### src/rtl/core/sensor_frame_checksum_parser_core_assert.svh
// Assertion macros used by the parser controller.
// Each macro expects signals named clk and rst_n in the scope of use.
`ifndef SENSOR_FRAME_CHECKSUM_PARSER_CORE_ASSERT_SVH
`define SENSOR_FRAME_CHECKSUM_PARSER_CORE_ASSERT_SVH

// Same-cycle implication, disabled while reset is asserted.
`define SFCP_ASSERT_NOW(lbl, ante, cons, msg) \
  lbl: assert property (@(posedge clk) disable iff (!rst_n) (ante) |-> (cons)) \
    else $error(msg);

// Next-cycle implication, disabled while reset is asserted.
`define SFCP_ASSERT_NEXT(lbl, ante, cons, msg) \
  lbl: assert property (@(posedge clk) disable iff (!rst_n) (ante) |=> (cons)) \
    else $error(msg);

`endif

### src/rtl/core/sfcp_pkg.sv
package sfcp_pkg;

  localparam logic [7:0] START_BYTE = 8'hAA;
  localparam logic [7:0] END_BYTE   = 8'hFF;
  localparam int unsigned FRAME_LEN = 7;
  localparam logic [2:0] LAST_SLOT  = 3'd6;
  localparam logic [2:0] CSUM_SLOT  = 3'd5;

  // 1000 * 0.3 * 5 / 1024 scaling folded into raw * 375 / 256.
  localparam logic [8:0]  CONC_MUL    = 9'd375;
  // floor(2^19 / 100): gives a quotient estimate at most one too small.
  localparam logic [12:0] RECIP_100   = 13'd5242;
  // 205 / 2048 is exact for dividing values below 100 by ten.
  localparam logic [7:0]  RECIP_10    = 8'd205;

  typedef enum logic [2:0] {
    S_IDLE,
    S_MUL,
    S_SAT,
    S_DIV,
    S_FIX,
    S_DIG,
    S_EMIT
  } sfcp_state_t;

  typedef struct packed {
    logic       load;
    logic       mul_en;
    logic       sat_en;
    logic       div_en;
    logic       fix_en;
    logic       dig_en;
    logic [2:0] emit_idx;
  } sfcp_cmd_t;

  typedef struct packed {
    logic fire;
  } sfcp_status_t;

endpackage

### src/rtl/core/sfcp_dpath.sv
module sfcp_dpath
  import sfcp_pkg::*;
(
  input  logic         clk,
  input  logic         rst_n,
  input  logic [7:0]   in_rx_byte,
  input  sfcp_cmd_t    cmd,
  output sfcp_status_t status,
  output logic [7:0]   echo_byte,
  output logic [15:0]  concentration,
  output logic [9:0]   digit_hundreds,
  output logic [3:0]   digit_tens,
  output logic [3:0]   digit_ones
);

  logic [7:0]  store_r [FRAME_LEN];
  logic [2:0]  slot_r;
  logic [24:0] prod_r;
  logic [15:0] conc_r;
  logic [28:0] qprod_r;
  logic [9:0]  hund_r;
  logic [6:0]  rem_r;
  logic [3:0]  tens_r;
  logic [3:0]  ones_r;

  logic [7:0]  sum_w;
  logic [2:0]  slot_inc;
  logic [9:0]  q_est;
  logic [16:0] rem_full;
  logic [14:0] tprod;
  logic [3:0]  tens_w;

  assign sum_w    = store_r[1] + store_r[2] + store_r[3] + store_r[4];
  assign slot_inc = slot_r + 3'd1;

  // The byte being taken completes a good frame.
  assign status.fire = (in_rx_byte != START_BYTE) && (slot_r == CSUM_SLOT) &&
                       (in_rx_byte == END_BYTE) && (sum_w == store_r[CSUM_SLOT]);

  always_ff @(posedge clk) begin
    if (!rst_n) begin
      slot_r <= '0;
      for (int k = 0; k < FRAME_LEN; k++) begin
        store_r[k] <= '0;
      end
    end else if (cmd.load) begin
      if (in_rx_byte == START_BYTE) begin
        slot_r     <= '0;
        store_r[0] <= in_rx_byte;
      end else if (slot_r < LAST_SLOT) begin
        slot_r            <= slot_inc;
        store_r[slot_inc] <= in_rx_byte;
      end
    end
  end

  assign q_est    = qprod_r[28:19];
  assign rem_full = {1'b0, conc_r} - 17'(q_est) * 17'd100;
  assign tprod    = 15'(rem_r) * 15'(RECIP_10);
  assign tens_w   = tprod[14:11];

  always_ff @(posedge clk) begin
    if (cmd.mul_en) begin
      prod_r <= 25'({store_r[1], store_r[2]}) * 25'(CONC_MUL);
    end
    if (cmd.sat_en) begin
      conc_r <= prod_r[24] ? 16'hFFFF : prod_r[23:8];
    end
    if (cmd.div_en) begin
      qprod_r <= 29'(conc_r) * 29'(RECIP_100);
    end
    if (cmd.fix_en) begin
      if (rem_full >= 17'd100) begin
        hund_r <= q_est + 10'd1;
        rem_r  <= 7'(rem_full - 17'd100);
      end else begin
        hund_r <= q_est;
        rem_r  <= rem_full[6:0];
      end
    end
    if (cmd.dig_en) begin
      tens_r <= tens_w;
      ones_r <= 4'(rem_r - 7'(tens_w) * 7'd10);
    end
  end

  assign echo_byte      = store_r[cmd.emit_idx];
  assign concentration  = conc_r;
  assign digit_hundreds = hund_r;
  assign digit_tens     = tens_r;
  assign digit_ones     = ones_r;

endmodule

### src/rtl/core/sfcp_ctrl.sv
`include "sensor_frame_checksum_parser_core_assert.svh"

module sfcp_ctrl
  import sfcp_pkg::*;
(
  input  logic         clk,
  input  logic         rst_n,
  input  logic         in_valid,
  output logic         in_stall,
  output logic         out_valid,
  input  logic         out_stall,
  output logic         last_of_run,
  input  sfcp_status_t status,
  output sfcp_cmd_t    cmd
);

  sfcp_state_t state_r, state_nxt;
  logic [2:0]  cnt_r, cnt_nxt;
  logic        in_acc;
  logic        out_acc;

  assign in_acc  = in_valid && !in_stall;
  assign out_acc = out_valid && !out_stall;

  always_comb begin
    state_nxt = state_r;
    unique case (state_r)
      S_IDLE: if (in_acc && status.fire) state_nxt = S_MUL;
      S_MUL:  state_nxt = S_SAT;
      S_SAT:  state_nxt = S_DIV;
      S_DIV:  state_nxt = S_FIX;
      S_FIX:  state_nxt = S_DIG;
      S_DIG:  state_nxt = S_EMIT;
      S_EMIT: if (out_acc && cnt_r == LAST_SLOT) state_nxt = S_IDLE;
      default: state_nxt = S_IDLE;
    endcase
  end

  // The echo counter returns to zero together with the leave from the run.
  always_comb begin
    cnt_nxt = cnt_r;
    if (state_r != S_EMIT) begin
      cnt_nxt = '0;
    end else if (out_acc) begin
      cnt_nxt = (cnt_r == LAST_SLOT) ? 3'd0 : cnt_r + 3'd1;
    end
  end

  always_comb begin
    in_stall     = (state_r != S_IDLE);
    out_valid    = (state_r == S_EMIT);
    last_of_run  = (state_r == S_EMIT) && (cnt_r == LAST_SLOT);
    cmd.load     = (state_r == S_IDLE) && in_valid;
    cmd.mul_en   = (state_r == S_MUL);
    cmd.sat_en   = (state_r == S_SAT);
    cmd.div_en   = (state_r == S_DIV);
    cmd.fix_en   = (state_r == S_FIX);
    cmd.dig_en   = (state_r == S_DIG);
    cmd.emit_idx = cnt_r;
  end

  always_ff @(posedge clk) begin
    if (!rst_n) begin
      state_r <= S_IDLE;
      cnt_r   <= '0;
    end else begin
      state_r <= state_nxt;
      cnt_r   <= cnt_nxt;
    end
  end

  `SFCP_ASSERT_NEXT(a_fire_starts_calc, in_acc && status.fire, state_r == S_MUL, "no calc")
  `SFCP_ASSERT_NEXT(a_last_ends_run, out_acc && last_of_run, !out_valid, "run not ended")
  `SFCP_ASSERT_NOW(a_cnt_idle_zero, state_r != S_EMIT, cnt_r == 3'd0, "echo count not clear")
  `SFCP_ASSERT_NEXT(a_stall_holds_idx, out_valid && out_stall, $stable(cnt_r), "index moved")

endmodule

### src/rtl/core/sensor_frame_checksum_parser_core.sv
// A byte that completes a good frame raises out_valid for its first echo item
// once the controller has stepped through the multiply, saturate, divide, fix
// and digit states; then one item per cycle for seven items unless stalled.
// Bytes that emit nothing are taken back to back while idle; a completing byte
// stalls input for the five-step concentration and digit sequence and seven echoes.
// Reset (rst_n low, synchronous): frame store and slot index cleared to zero,
// controller returns to idle, no result pending.
module sensor_frame_checksum_parser_core
  import sfcp_pkg::*;
(
  input  logic        clk,
  input  logic        rst_n,
  input  logic        in_valid,
  output logic        in_stall,
  input  logic [7:0]  in_rx_byte,
  output logic        out_valid,
  input  logic        out_stall,
  output logic [7:0]  out_echo_byte,
  output logic        out_last_of_run,
  output logic [15:0] out_concentration,
  output logic [9:0]  out_digit_hundreds,
  output logic [3:0]  out_digit_tens,
  output logic [3:0]  out_digit_ones
);

  // The controller sequences the work: it takes one byte at a time while idle,
  // and when the datapath reports that the byte completes a frame with a good
  // end byte and checksum, it walks the datapath through multiply, saturate,
  // reciprocal divide, quotient correction and digit split, one step a cycle.
  sfcp_cmd_t    cmd;
  sfcp_status_t status;

  sfcp_ctrl u_ctrl (
    .clk         (clk),
    .rst_n       (rst_n),
    .in_valid    (in_valid),
    .in_stall    (in_stall),
    .out_valid   (out_valid),
    .out_stall   (out_stall),
    .last_of_run (out_last_of_run),
    .status      (status),
    .cmd         (cmd)
  );

  // The datapath holds the seven-byte frame store and the slot index. Bytes
  // after the end slot are ignored until the next start byte. The result
  // registers stay fixed during the echo run, so each item's payload is
  // stable while the receiver stalls.
  sfcp_dpath u_dpath (
    .clk            (clk),
    .rst_n          (rst_n),
    .in_rx_byte     (in_rx_byte),
    .cmd            (cmd),
    .status         (status),
    .echo_byte      (out_echo_byte),
    .concentration  (out_concentration),
    .digit_hundreds (out_digit_hundreds),
    .digit_tens     (out_digit_tens),
    .digit_ones     (out_digit_ones)
  );

endmodule
### config.mk
export PLATFORM = sky130hd
export DESIGN_NAME = sensor_frame_checksum_parser_core
export DESIGN_NICKNAME = d
export VERILOG_FILES = /design/src/rtl/core/sfcp_pkg.sv /design/src/rtl/core/sfcp_dpath.sv /design/src/rtl/core/sfcp_ctrl.sv /design/src/rtl/core/sensor_frame_checksum_parser_core.sv
export VERILOG_INCLUDE_DIRS = /design/src /design/src/rtl/core
export SDC_FILE = /design/constraint.sdc
export NUM_CORES = 1
export LEC_CHECK = 0
export ABC_AREA = 0
export BUFFER_PORTS_ARGS = -buffer_cell sky130_fd_sc_hd__buf_4
export CORE_MARGIN = 2
export CORE_UTILIZATION = 45
export DETAILED_ROUTE_END_ITERATION = 6
export PLACE_DENSITY = 0.64
export REMOVE_ABC_BUFFERS = 1
export SYNTH_ARGS = -nofsm -noshare
export SYNTH_HDL_FRONTEND = slang
export SYNTH_HIERARCHICAL = 1
export SYNTH_SLANG_ARGS = --single-unit
### constraint.sdc
create_clock -name clk -period 4.8 [get_ports clk]
set_input_delay 0.96 -clock clk [delete_from_list [all_inputs] [get_ports clk]]
set_output_delay 0.96 -clock clk [all_outputs]
set_load 0.1 [all_outputs]
# Yosys cells after proc, flatten, opt, wreduce, memory -nomap -nowiden
# Memories as Yosys holds them, arrays and structs flattened. A register that Yosys moved wholly into a read port is not among the register bits.
# Cells that the tools add are included.
classes:
  muxes: 24
  n_reduce_logical: 18
  n_eq_ne: 15
  multipliers: 5
  n_addsub: 9
  magnitude_cmp: 2
  n_bitwise: 2
op_table:
  columns: ["operator", "n"]
  rows:
  - ["multiplier 16 x 12 -> 28 bit (second input constant)", 1]
  - ["multiplier 16 x 9 -> 25 bit (second input constant)", 1]
  - ["adder 8 bit", 3]
  - ["two-way mux 3 bit", 8]
  - ["one-hot mux 3 bit (7 select lines)", 1]
  - [">= comparator 17 x 7 -> 1 bit (second input constant)", 1]
  - ["subtractor 16 x 17 -> 17 bit", 1]
  - ["== test 8 bit (second input constant)", 2]
  - ["two-way mux 8 bit", 2]
  - ["== test 3 bit (second input constant)", 5]
  - ["multiplier 10 x 5 -> 15 bit (second input constant)", 1]
  - ["multiplier 7 x 8 -> 15 bit (second input constant)", 1]
  - ["two-way mux 1 bit", 11]
  - ["adder 10 x 1 -> 10 bit (second input constant)", 1]
  - ["two-way mux 10 bit", 1]
  - ["logical AND 1 bit", 9]
  - ["== test 8 bit", 1]
  - ["!= test 8 bit (second input constant)", 1]
  - ["OR reduction 8 bit", 1]
  - ["two-way mux 7 bit", 1]
  - ["subtractor 7 bit (second input constant)", 1]
  - ["adder 3 x 1 -> 3 bit (second input constant)", 2]
  - ["== test 3 x 2 -> 1 bit (second input constant)", 2]
  - ["multiplier 4 x 3 -> 3 bit (second input constant)", 1]
  - ["other kinds (14)", 16]
totals:
  memories: 1
  mem_bits_rw: 56
  output_inout_bits: 45
  regBits: 103
memory_table:
  columns: ["memory", "depth", "word_bits", "rd", "rd_clocked_by_memory_dff", "wr", "line_no", "source"]
  rows:
  - ["u_dpath.store_r", 7, 8, 6, 1, 7, "sfcp_dpath.sv:16", "logic [7:0] store_r [FRAME_LEN];"]

# Logic depth before layout (Yosys ltp)
# An unclocked memory read counts as a cell.
logic_depth:
  word_depth: 9
  mapped_depth: 22
  mapped_depth_nobuf: 21

# By module
# Netlist, hierarchy kept.
modules_own_cells:
  columns: ["mod", "area_each_um2", "cells_per_inst", "n_inst", "seq_area_each_um2"]
  rows:
  - ["sfcp_dpath", 14687.8, 1306, 1, 3943.8]
  - ["sfcp_ctrl", 346.6, 45, 1, 120.1]

# Least setup slack after synthesis
# OpenSTA, ideal clock, no wires.
synth_timing:
  path_type: "register to register"
  start: "register u_dpath.conc_r[11] (netlist: u_dpath/concentration[11])"
  end: "register u_dpath.qprod_r[27], data pin"
  arrival_time_ns: 5.033
  required_ns: 4.538
  path_stages_with_launch: 15
  setup_slack_ns: -0.495
  n_path_buf: 0
  path_cell_list: "edfxtp_1 > fa_1 > ha_1 > fa_1 > fa_1 > fa_1 > ha_1 > a21o_1 > a21o_1 > a21oi_1 > o21ai_0 > a211oi_1 > nor2_1 > a211oi_1 > xnor2_1"
synth_between:
  elab_chain_len: 1
synth_lines:
  columns: ["item", "line_no", "source"]
  rows:
  - ["from (decl)", "sfcp_dpath.sv:19", "logic [15:0] conc_r;"]
  - ["from (signal assigned)", "sfcp_dpath.sv:67", "conc_r <= prod_r[24] ? 16'hFFFF : prod_r[23:8];"]
  - ["multiplier 16 x 12 -> 28 bit", "sfcp_dpath.sv:70", "qprod_r <= 29'(conc_r) * 29'(RECIP_100);"]
  - ["to (signal assigned)", "sfcp_dpath.sv:70", null]
  - ["to (decl)", "sfcp_dpath.sv:20", "logic [28:0] qprod_r;"]
# Every way passes these cells.
# A chain may end at the register's enable or synchronous reset.

# Final worst setup path
layout_timing:
  start: "register u_dpath.qprod_r[21]"
  end: "register u_dpath.rem_r[5], data pin"
layout_between:
  elab_chain_len: 4
  elab_cells_between_ends: 5
layout_lines:
  columns: ["item", "line_no", "source"]
  rows:
  - ["multiplier 10 x 5 -> 15 bit (*)", "sfcp_dpath.sv:58", "assign rem_full = {1'b0, conc_r} - 17'(q_est) * 17'd100;"]
  - ["subtractor 16 x 17 -> 17 bit (*)", "sfcp_dpath.sv:58", null]
  - [">= comparator 17 x 7 -> 1 bit / subtractor 7 bit (equally long branches)", "sfcp_dpath.sv:73, sfcp_dpath.sv:75", null]
  - ["two-way mux 7 bit (*)", "sfcp_dpath.sv:73", "if (rem_full >= 17'd100) begin"]
  - ["to (signal assigned)", "sfcp_dpath.sv:75", "rem_r <= 7'(rem_full - 17'd100);"]
  - ["to (signal assigned)", "sfcp_dpath.sv:78", "rem_r <= rem_full[6:0];"]
  - ["to (decl)", "sfcp_dpath.sv:22", "logic [6:0] rem_r;"]
# Every way passes the cells marked *; elsewhere a longest branch is shown, timed or not.

==> flow_summary.yaml <==
finish:
  final_cells: 2009
  nets: 1981
  syn2layout_area_growth_pct: 20.41
  n_antenna_cell: 0
  utilization_pct: 55.36
  fill_cells: 2799
  mostFrequentLayoutCell: "inv_1"
  layout_common_cells: "inv_1, ha_1, buf_4"
  drive_above_1_share_pct: 22.59
yosys:
  netlist_instances: 1351
  async_flop_share_pct: 0
  synth.cell_area_um2: 15030
  synth_cell_type_count: 69
  synth_edf_count: 124
  avgSynthCellArea_um2: 11.13
  ys_seq_elements: 141
  synth-main-ff-cell: "edfxtp_1"
  synth_warnings: 6
  yosysSeqAreaShare_pct: 27.03
worst_setup_path:
  end_kind: "flip-flop"
  worstSetupStartpoint: "u_dpath/qprod_r[21]$_DFFE_PP_"
  worstPathArrival_ns: 5.06
  critPathLaunchType: "flip-flop"
  crit_fanout: 6
  required_ns: 4.96
  crit_end: "u_dpath/rem_r[5]$_DFFE_PP_"
  timing.rr.start: "u_dpath/qprod_r[21]$_DFFE_PP_"
  r2r_slack_ns: -0.11
  ff2ff_path_depth: 22
  timing.rr.end: "u_dpath/rem_r[5]$_DFFE_PP_"
  critPathKind: "flip-flop to flip-flop"
drt:
  drc: 0
  vias: 10264
  first_pass_iters: 5
  routed_wl_mm: 32.78
  via_per_inst: 5.109
  post_drt_wl_per_cell_um: 16.32
  drtIter0Drc: 472
  ant_nets: 0
hold_path:
  min_path_cells: 1
  hp-class: "flip-flop to flip-flop"
floorplan:
  dieArea_um2: 34890
  die_w_um: 186.8
  coreArea_um2: 32700
  rows: 66
  io_pins: 57
  dieHeight_um: 186.8
  start_util_pct: 45.97
global_routing:
  antenna_found_initial: 0
  grt_pass1_vias: 10545
  grt_max_degree: 23
  grt_pass1_wl_mm: 53.43
  grt_overflow: 0
  gr-usage-all-layers_pct: 19.38
cts:
  cts_made_buffers: 17
  cts-root-buf: "clkbuf_16"
  cts_tree: "yes"
  htree_num_levels: 4
  postCtsHoldBufs: 0
  cts.reportedPaths.clkPinSlew_ns: 0.06
  cts_num_sinks: 141
  clock_latency_ns: 0.43
  clockBufferDepth: 2
sta:
  fin_ws_ns: -0.1053
  setup_viol: 15
  fmax_mhz: 203.9
  tns_ns: -1.072
  drv_slew: 0
  hold_violations: 0
  min_period_ns: 4.905
  fin_crit_sh_pct: 102.2
  worst_pin_slew_ns: 1.006
  timing.slew.headroom_pct: 32.67
  finClkSkew_ns: 0.008805
  rsz0062_at_grt: "true"
placement:
  portBuffers: 56
  dp_hpwl_mm: 26.54
  place_congestion: 0.8633
  placed_cells: 1943
outcome:
  violations: "negative setup slack"
  status: "finished with violations"
pwr:
  p_leak_nw: 8.538
  power_density_nw_per_um2: 543.9
  peakVddDrop_uv: 353.2
  switching_share_pct: 44.05
  switchingPower_w: 0.004337
  internal-power_w: 0.005509
  power_frac_seq_pct: 18.5
  total_power_w: 0.009846
  pwr-share-clk_pct: 13.9
  combPwrFrac_pct: 67.7
job:
  maxCapViolations: 0
timing repair:
action	in CTS	in global routing
gates resized for setup	14	72
setup endpoints to repair	27	32
pin swaps	7	66
buffers inserted	8	26
endpoints found under the hold margin	0	0
cell type report:
| class | count | area, um2 | share of cell area (%) |
|---|---|---|---|
| well taps | 442 | 553.0 | 3.055 |
| clock inverters | 14 | 171.4 | 0.9469 |
| multi-input cells | 936 | 10350 | 57.16 |
| inverters | 259 | 972.2 | 5.370 |
| flip-flops and latches | 141 | 4064 | 22.45 |
| repair buffers | 199 | 1565 | 8.647 |
| clock buffers | 18 | 429.2 | 2.371 |
sequential cells by signal, indices dropped and copies added (netlist names):
register                flops
u_dpath/prod_r             17
u_ctrl/cnt_r                3
u_ctrl/state_r              3
u_dpath/digit_ones          4
u_dpath/concentration      16
u_dpath/digit_tens          4
u_dpath/digit_hundreds     10
u_dpath/slot_r              3
u_dpath/rem_r               7
u_dpath/store_r            64
u_dpath/qprod_r            10
cell families after synthesis:
group | after synthesis | share of synthesized area, %
buffers and inverters | 274 | 6.966
multiplexers | 27 | 3.237
AO/OA/AOI/OAI | 169 | 7.806
AND/OR/NAND/NOR | 251 | 8.272
XOR/XNOR | 74 | 4.311
flip-flops | 141 | 27.03
adder cells (fa/ha/maj) | 415 | 42.38
worst min-delay path by stage:
stage                                                   from                                       to  slack [ns]
after detailed placement  u_dpath/store_r[6][5]$_SDFFE_PN0P_       u_dpath/store_r[6][5]$_SDFFE_PN0P_        0.48
after global placement    u_dpath/store_r[6][6]$_SDFFE_PN0P_       u_dpath/store_r[6][6]$_SDFFE_PN0P_        0.48
after global routing            u_dpath/prod_r[21]$_DFFE_PP_  u_dpath/concentration[13]$_SDFFCE_PP1P_        0.51
final                           u_dpath/prod_r[20]$_DFFE_PP_  u_dpath/concentration[12]$_SDFFCE_PP1P_        0.49
after floorplan           u_dpath/store_r[6][0]$_SDFFE_PN0P_       u_dpath/store_r[6][0]$_SDFFE_PN0P_        0.46
after CTS                       u_dpath/prod_r[21]$_DFFE_PP_  u_dpath/concentration[13]$_SDFFCE_PP1P_        0.49
critical path, cell delays in order, from the launching register on:
cell and delay, ns:
edfxtp_1 0.46, ha_1 0.33, ha_1 0.32, ha_4 0.23
ha_1 0.29, a21o_1 0.19, a21oi_4 0.14, o21bai_1 0.11
a21oi_2 0.15, o21bai_1 0.11, a21oi_2 0.18, xnor2_1 0.10
ha_1 0.34, a21oi_2 0.14, o21a_1 0.18, nor3b_4 0.21
a21oi_2 0.10, xor2_2 0.20, nor4_4 0.31, buf_12 0.17
buf_6 0.12, a31oi_1 0.10, xor2_1 0.17
metrics by stage:
step / hold slack (ns) / worst slack (ns) / area [um2]
floorplan: 0.4626 / -0.4946 / 14960
global placement: 0.4799 / -0.1335 / 16790
detailed placement: 0.4826 / -0.2217 / 16790
CTS: 0.4946 / 0.002148 / 17510
global route: 0.5060 / -0.3045 / 18100
finish: 0.4925 / -0.1053 / 18100
power by group through the flow:
stage                     sequential [W]  combinational [W]  clock, W
after global placement           0.00185            0.00567         0
after detailed placement         0.00185            0.00582         0
after floorplan                  0.00202            0.00413         0
after global routing             0.00184            0.00752   0.00145
final                            0.00182            0.00666   0.00136
after CTS                        0.00183            0.00603   0.00139
Yosys cell counts, types with 3 or more instances:
library cell / count / share of area [%]
and2_1: 10 / 0.42
mux4_2: 16 / 2.4
and3_1: 10 / 0.42
o21ai_1: 4 / 0.13
nor4_1: 6 / 0.25
or3_1: 4 / 0.17
dfxtp_1: 17 / 2.3
a31o_2: 5 / 0.29
nor2_1: 84 / 2.1
o211ai_1: 5 / 0.25
a311oi_1: 4 / 0.23
fa_1: 157 / 21
or2_2: 18 / 0.75
a21o_1: 18 / 0.90
nand3_1: 10 / 0.33
o21a_1: 6 / 0.30
ha_1: 258 / 21
nor3_1: 13 / 0.43
buf_2: 5 / 0.17
mux2_2: 9 / 0.67
a211oi_1: 10 / 0.50
o31ai_1: 4 / 0.20
a31oi_1: 13 / 0.54
nand2_1: 53 / 1.3
nand4_1: 11 / 0.46
a21oi_1: 43 / 1.4
nand2b_1: 7 / 0.29
o21ai_0: 22 / 0.73
xor2_1: 29 / 1.7
nor3b_1: 5 / 0.25
o21bai_1: 9 / 0.45
inv_1: 259 / 6.5
edfxtp_1: 124 / 25
nor2b_1: 13 / 0.54
clkbuf_1: 5 / 0.12
xnor2_1: 45 / 2.6
o22ai_1: 3 / 0.12
layer usage:
| layer | share of wire [%] | GRT usage [%] | up-vias |
|---|---|---|---|
| li1 | - | - | 4999 |
| met2 | 52 | 34.43 | 160 |
| met4 | 1.4 | 4.365 | 0 |
| met1 | 44 | 24.87 | 5078 |
| met3 | 3.0 | 3.047 | 27 |
| met5 | 0 | 0 | - |
No activity file was read; power rests on OpenSTA's default activity.
